File: src/rtl/core/krlp_pkg.sv
`timescale 1ns / 1ps
// Shared types and constants for the kth ranked linear position block.
// No dependencies; imported by every module of the block.
package krlp_pkg;

  localparam int MAX_ENTRIES = 64;
  localparam int IDX_W       = $clog2(MAX_ENTRIES);
  localparam int CNT_W       = $clog2(MAX_ENTRIES + 1);
  localparam int ID_W        = 11;
  localparam int VAL_W       = 32;
  localparam int TIME_W      = 31;
  localparam int POS_W       = 64;

  typedef enum logic [1:0] {
    MODE_CLEAR = 2'd0,
    MODE_LOAD  = 2'd1,
    MODE_QUERY = 2'd2
  } mode_e;

  typedef struct packed {
    logic [1:0]              mode;
    logic signed [VAL_W-1:0] speed;
    logic signed [VAL_W-1:0] start_pos;
    logic [TIME_W-1:0]       time_value;
    logic [ID_W-1:0]         rank;
  } in_item_t;

  typedef struct packed {
    logic [ID_W-1:0] object_id;
    logic            rank_invalid;
  } out_item_t;

  // One beat on the cell chain: a position on its way to its own cell,
  // or, once done is set, the answer on its way to the chain tail.
  typedef struct packed {
    logic                    valid;
    logic                    last;
    logic                    done;
    logic                    found;
    logic [IDX_W-1:0]        cnt;
    logic [ID_W-1:0]         res;
    logic signed [POS_W-1:0] pos;
  } beat_t;

endpackage

File: src/rtl/core/krlp_cell.sv
`timescale 1ns / 1ps
// One ranking cell: captures the first position that reaches it, counts
// later positions ahead of it and adds its own vote to passing ones.
// Depends on krlp_pkg.
module krlp_cell (
  input  logic                       clk_i,
  input  logic                       rst_ni,
  input  logic                       clear_i,
  input  logic [krlp_pkg::IDX_W-1:0] km1_i,
  input  logic [krlp_pkg::ID_W-1:0]  my_id_i,
  input  krlp_pkg::beat_t            in_i,
  output krlp_pkg::beat_t            out_o
);
  import krlp_pkg::*;

  logic                    occ_q, occ_d;
  logic [IDX_W-1:0]        cnt_q, cnt_d, own;
  logic signed [POS_W-1:0] pos_q, pos_d;
  beat_t                   out_q, out_d;
  logic                    ahead;

  always_comb begin
    occ_d       = occ_q;
    cnt_d       = cnt_q;
    pos_d       = pos_q;
    out_d       = in_i;
    out_d.valid = 1'b0;
    // passing beat has a higher id, so a tie stays behind the held one
    ahead       = $signed(in_i.pos) > $signed(pos_q);
    own         = cnt_q + IDX_W'(ahead);
    if (in_i.valid) begin
      if (in_i.done) begin
        out_d = in_i;
      end else if (!occ_q) begin
        occ_d = 1'b1;
        pos_d = in_i.pos;
        cnt_d = in_i.cnt;
        if (in_i.last) begin
          out_d      = in_i;
          out_d.done = 1'b1;
          if (!in_i.found) begin
            out_d.found = 1'b1;
            out_d.res   = my_id_i;
          end
        end
      end else begin
        cnt_d     = own;
        out_d     = in_i;
        out_d.cnt = in_i.cnt + IDX_W'(!ahead);
        if (in_i.last && !in_i.found && own == km1_i) begin
          out_d.found = 1'b1;
          out_d.res   = my_id_i;
        end
      end
    end
    if (clear_i) begin
      occ_d = 1'b0;
    end
  end

  always_ff @(posedge clk_i or negedge rst_ni) begin
    if (!rst_ni) begin
      occ_q <= 1'b0;
      out_q <= '0;
    end else begin
      occ_q <= occ_d;
      out_q <= out_d;
    end
  end

  always_ff @(posedge clk_i) begin
    cnt_q <= cnt_d;
    pos_q <= pos_d;
  end

  assign out_o = out_q;

endmodule

File: config.mk
export PLATFORM = sky130hd
export DESIGN_NAME = krlp_cell
export DESIGN_NICKNAME = d
export VERILOG_FILES = /design/src/rtl/core/krlp_pkg.sv /design/src/rtl/core/krlp_cell.sv
export SDC_FILE = /design/constraint.sdc
export NUM_CORES = 1
export LEC_CHECK = 0
export BUFFER_PORTS_ARGS = -buffer_cell sky130_fd_sc_hd__buf_4
export CAP_MARGIN = 20
export CORE_ASPECT_RATIO = 1.2
export CORE_MARGIN = 3
export CORE_UTILIZATION = 50
export DETAILED_ROUTE_END_ITERATION = 6
export PLACE_DENSITY = 0.78
export SLEW_MARGIN = 20
export SYNTH_ARGS = -nofsm -noshare
export SYNTH_HDL_FRONTEND = slang
export SYNTH_SLANG_ARGS = --single-unit
export TNS_END_PERCENT = 100
File: constraint.sdc
create_clock -name clk_i -period 5.4 [get_ports clk_i]
set_input_delay 1.35 -clock clk_i [delete_from_list [all_inputs] [get_ports clk_i]]
set_output_delay 1.35 -clock clk_i [all_outputs]
set_load 0.05 [all_outputs]
== Word level (Yosys, flattened, before mapping) ==
Index checks and enable logic that the tools add are counted.
Widths: inputs -> output; s select.
Word-level totals
  flip-flop bits (word level): 156
  input port bits: 105
  output and inout bits: 85
Cells by class
  $add $sub $neg: 2
  magnitude comparators: 1
  equal/unequal tests: 2
  muxes and demuxes: 11
  bitwise logic cells: 2
  reduce and logical (&&, ||, !) cells: 8
Operators by type and width (number)
  $mux 85: 4
  $gt 64x64->1: 1
  $mux 11: 2
  $add 6x1->6: 2
  $eq 6x6->1: 1
  $mux 6: 1
  $mux 1: 4
  $reduce_and 2->1: 2
  $reduce_and 3->1: 1
  $logic_and 1x1->1: 2
  $logic_not 1->1: 2
  $ne 2x2->1 const B: 1
  $not 1->1: 2
  $reduce_bool 2->1: 1

== Logic depth before layout (Yosys ltp) ==
  word-level depth: 8
  depth in mapped cells: 17
  depth with buffers taken out: 16

== Least setup slack after synthesis ==
OpenSTA, ideal clock, no wires.
  path kind: input port to flip-flop
  start point: input in_i[84] (netlist bit)
  end point: register pos_q[0], enable pin
  setup time: 493 ps
  arrival time: 4782 ps
  required time: 4907 ps
  setup slack: 125 ps
  stages on the path: 2
  path buffers: 0
  path through: nor2b_1 > nor2b_1
On the way
  longest elaborated chain between the ends: 1
RTL lines
  from (decl): RTL line krlp_cell.sv:11  | input krlp_pkg::beat_t in_i,
  $reduce_and 3->1 (no line)
  to (signal assigned): RTL line krlp_cell.sv:73  | pos_q <= pos_d;
  to (decl): RTL line krlp_cell.sv:18  | logic signed [POS_W-1:0] pos_q, pos_d;
Every way passes these cells.
A chain may end at the register's enable or synchronous reset.

==> impl_metrics.yaml <==
status:
  status: "completed"
global_routing:
  grt_use_total_pct: 20.2
  grt_pass1_wl_um: 22200
  grt_overflow: 0
  grt_pass1_vias: 4613
  antenna_found_initial: 0
  grt_max_degree: 87
floorplanning:
  fp.dieH_um: 131
  chipWidth_um: 110
  core_area_um2: 12400
  io_pins: 190
  start_util_pct: 52.3
  die-area_um2: 14400
  rows: 44
cells_and_area:
  drive_gt1_share_pct: 36.5
  fin_nets: 849
  antenna_cells: 0
  area_growth_pct: 34.8
routing:
  wl_um: 13900
  avgViaCountPerCell: 5.15
  vias: 4373
  drt_iter0_markers: 153
  drt_pass1_iterations: 5
  final_antenna_net_count: 0
  drc_errors: 0
  routedWlPerCell_um: 16.4
power_and_ir_drop:
  clockPowerShare_pct: 39.3
  switching_power_uw: 760
  p_int_mw: 2.13
  power.share.sequential_pct: 45.9
  power_density_nw_per_um2: 331
  sw_frac_of_total_pct: 26.3
  comb_power_share_pct: 14.7
  ir_worst_vdd_uv: 203
  power_mw: 2.89
  static-leakage-power_nw: 4.11
cts:
  clkTransAtPathRegs_ns: 0.07
  cts_sinks: 156
  holdBufCountCts: 0
  htreeDepth: 4
  post_cts_buffers: 0
  cts_buffers: 17
  tritoncts: "yes"
  postCtsResizedCells: 0
  root_buffer: "clkbuf_16"
  insertion_delay_ns: 0.42
  clockBufferDepth: 2
timing:
  tightest_slew_ns: 0.865
  setup_violations: 0
  maxSlewViolCount: 0
  period_share_pct: 94.6
  hold_violations: 0
  setup_ws_ns: 0.289
  timing.final.crit_period_ns: 5.11
  rsz0062_at_grt: "false"
  final.setup_skew_ns: 0.0120
  max_freq_ghz: 0.196
  slew-limit-headroom_pct: 42.2
synth:
  synth_top_family_by_area: "adder cells"
  synth_seq_cells: 156
  yosys.area_share.simple_pct: 5.77
  synthDominantCellAreaShare_pct: 33.2
  ys_types: 39
  yosysSeqAreaShare_pct: 65.6
  synthCells: 462
  ys_top_cells_by_area: "dfrtp_1 33%, edfxtp_1 32%, ha_1 13%, inv_1 3.9%, mux2_2 2.8%"
  synth_compound_area_share_pct: 6.31
  yosysMostFrequentCell: "dfrtp_1"
  yosysTopAreaCell: "dfrtp_1"
  synth_enable_flop_cells: 70
  synthXorXnorAreaFrac_pct: 1.89
  synth.area.mux_share_pct: 2.93
  synth_common_cells: "86 x dfrtp_1, 70 x edfxtp_1, 69 x ha_1"
  synth_warnings: 0
  synth_area_per_cell_um2: 14.0
  syn_nets: 636
  synthArstFlopShare_pct: 55.1
  ys.flop_type: "dfrtp_1"
  synth_fa_ha_area_share_pct: 13.3
  synthesis.area_um2: 6480
min_path:
  hp-class: "flop to flop"
  hold_path_end: "cnt_q[5]"
  whs_path_depth: 2
  hold_start: "cnt_q[5]"
critical_path:
  critPathCaptureType: "flop"
  rr_worst_depth: 17
  worstPathArrival_ns: 5.41
  start_kind: "primary input"
  cp_max_fo: 11
  reg2reg_from: "pos_q[55]"
  required_ns: 5.70
  reg2reg_slack_ns: 0.97
  r2r-end: "out_o[69]"
  worstSetupPathType: "primary input to flop"
flow_run:
  drv_cap: 0
placed_design:
  place_hpwl_um: 10300
  dp_slack_ns: -0.154
  gp_congestion: 0.813
  port_buffers: 189
[layout make-up]
| type | instances | area (um2) |
|---|---|---|
| clock inverters | 12 | 114 |
| clock buffers | 20 | 457 |
| repair buffers | 197 | 1480 |
| flip-flops and latches | 156 | 4250 |
| multi-input cells | 236 | 1980 |
| inverters | 67 | 251 |
| well taps | 161 | 201 |
| fillers | 861 | 3650 |
[flip-flops by register name, indices dropped and copies added (netlist names)]
| name | flops |
|---|---|
| out_o | 85 |
| pos_q | 64 |
| cnt_q | 6 |
| occ_q | 1 |
[worst max path at each step]
stage | start | to | slack, ns | depth (start not counted)
CTS | in_i[55] | out_o[68] | 0.27 | 17
floorplan | in_i[84] | pos_q[0] | 0.12 | 2
global route | in_i[59] | out_o[69] | 0.02 | 17
global placement | in_i[55] | out_o[67] | 0.01 | 18
detailed placement | in_i[55] | out_o[68] | -0.15 | 17
finish | in_i[59] | out_o[69] | 0.29 | 17
[routing by layer]
layer  share of wire, %  vias up  GRT usage, %
met5                  0        -             0
met3                9.4       25          8.70
met4                1.6        0          6.02
met1                 39     2093          23.2
li1                   -     2064             -
met2                 50      191          34.2
[critical path, stage by stage]
cell and delay [ns]:
buf_4 0.12, ha_1 0.31, nand4_1 0.15, or4_1 0.55, nor3_2 0.22, nand2_1 0.08, o2111ai_1 0.27, mux2i_1 0.31
ha_1 0.20, ha_1 0.21, nand3_1 0.12, xor2_1 0.27, xnor2_1 0.10, a2111o_1 0.34, a211oi_2 0.24, buf_4 0.22
mux2_2 0.34
[per-stage QoR]
stage / hold slack [ns] / std cells / util (%) / cell area (um2) / TNS, ns
after floorplan: 0.661 / 462 / - / 6480 / 0
after global placement: 0.697 / 817 / 65.8 / 8150 / 0
after detailed placement: 0.716 / 817 / 65.8 / 8150 / -1.66
after global routing: 0.767 / 849 / 70.6 / 8740 / 0
after CTS: 0.736 / 849 / 70.4 / 8720 / 0
final: 0.747 / 849 / 70.6 / 8740 / 0
[cells by family (layout without fill, tap and decap cells)]
family,after synthesis,in the layout
AOI/OAI and AO/OA,65,65
xor gates and xnor gates,14,14
adders and majority gates,69,69
buffers and inverters,70,296
DFF,156,156
muxes,17,17
and+or+nand+nor,71,71
[power groups by stage]
stage	Sequential [mW]	Clock, mW	Combinational, mW
final	1.33	1.14	0.426
after global routing	1.33	1.21	0.464
after CTS	1.33	1.16	0.430
after detailed placement	1.35	0	0.427
after global placement	1.35	0	0.414
after floorplan	1.47	0	0.115
[placed cells by master, fill, tap and decap left out, types with 3 or more instances in the layout]
cell       count
buf_4        196
dfrtp_1       86
edfxtp_1      70
ha_1          69
inv_1         67
a21oi_1       31
nand2_1       19
clkbuf_16     17
mux2_2        16
nand4_1       11
nand3_1       10
nor2_1        10
o21ai_0        9
xnor2_1        8
nor3_1         5
a21o_1         5
xor2_1         5
clkinv_4       5
and4_1         4
nor2b_1        3
a21boi_0       3
Note: power is estimated with default switching activity, not from simulation.
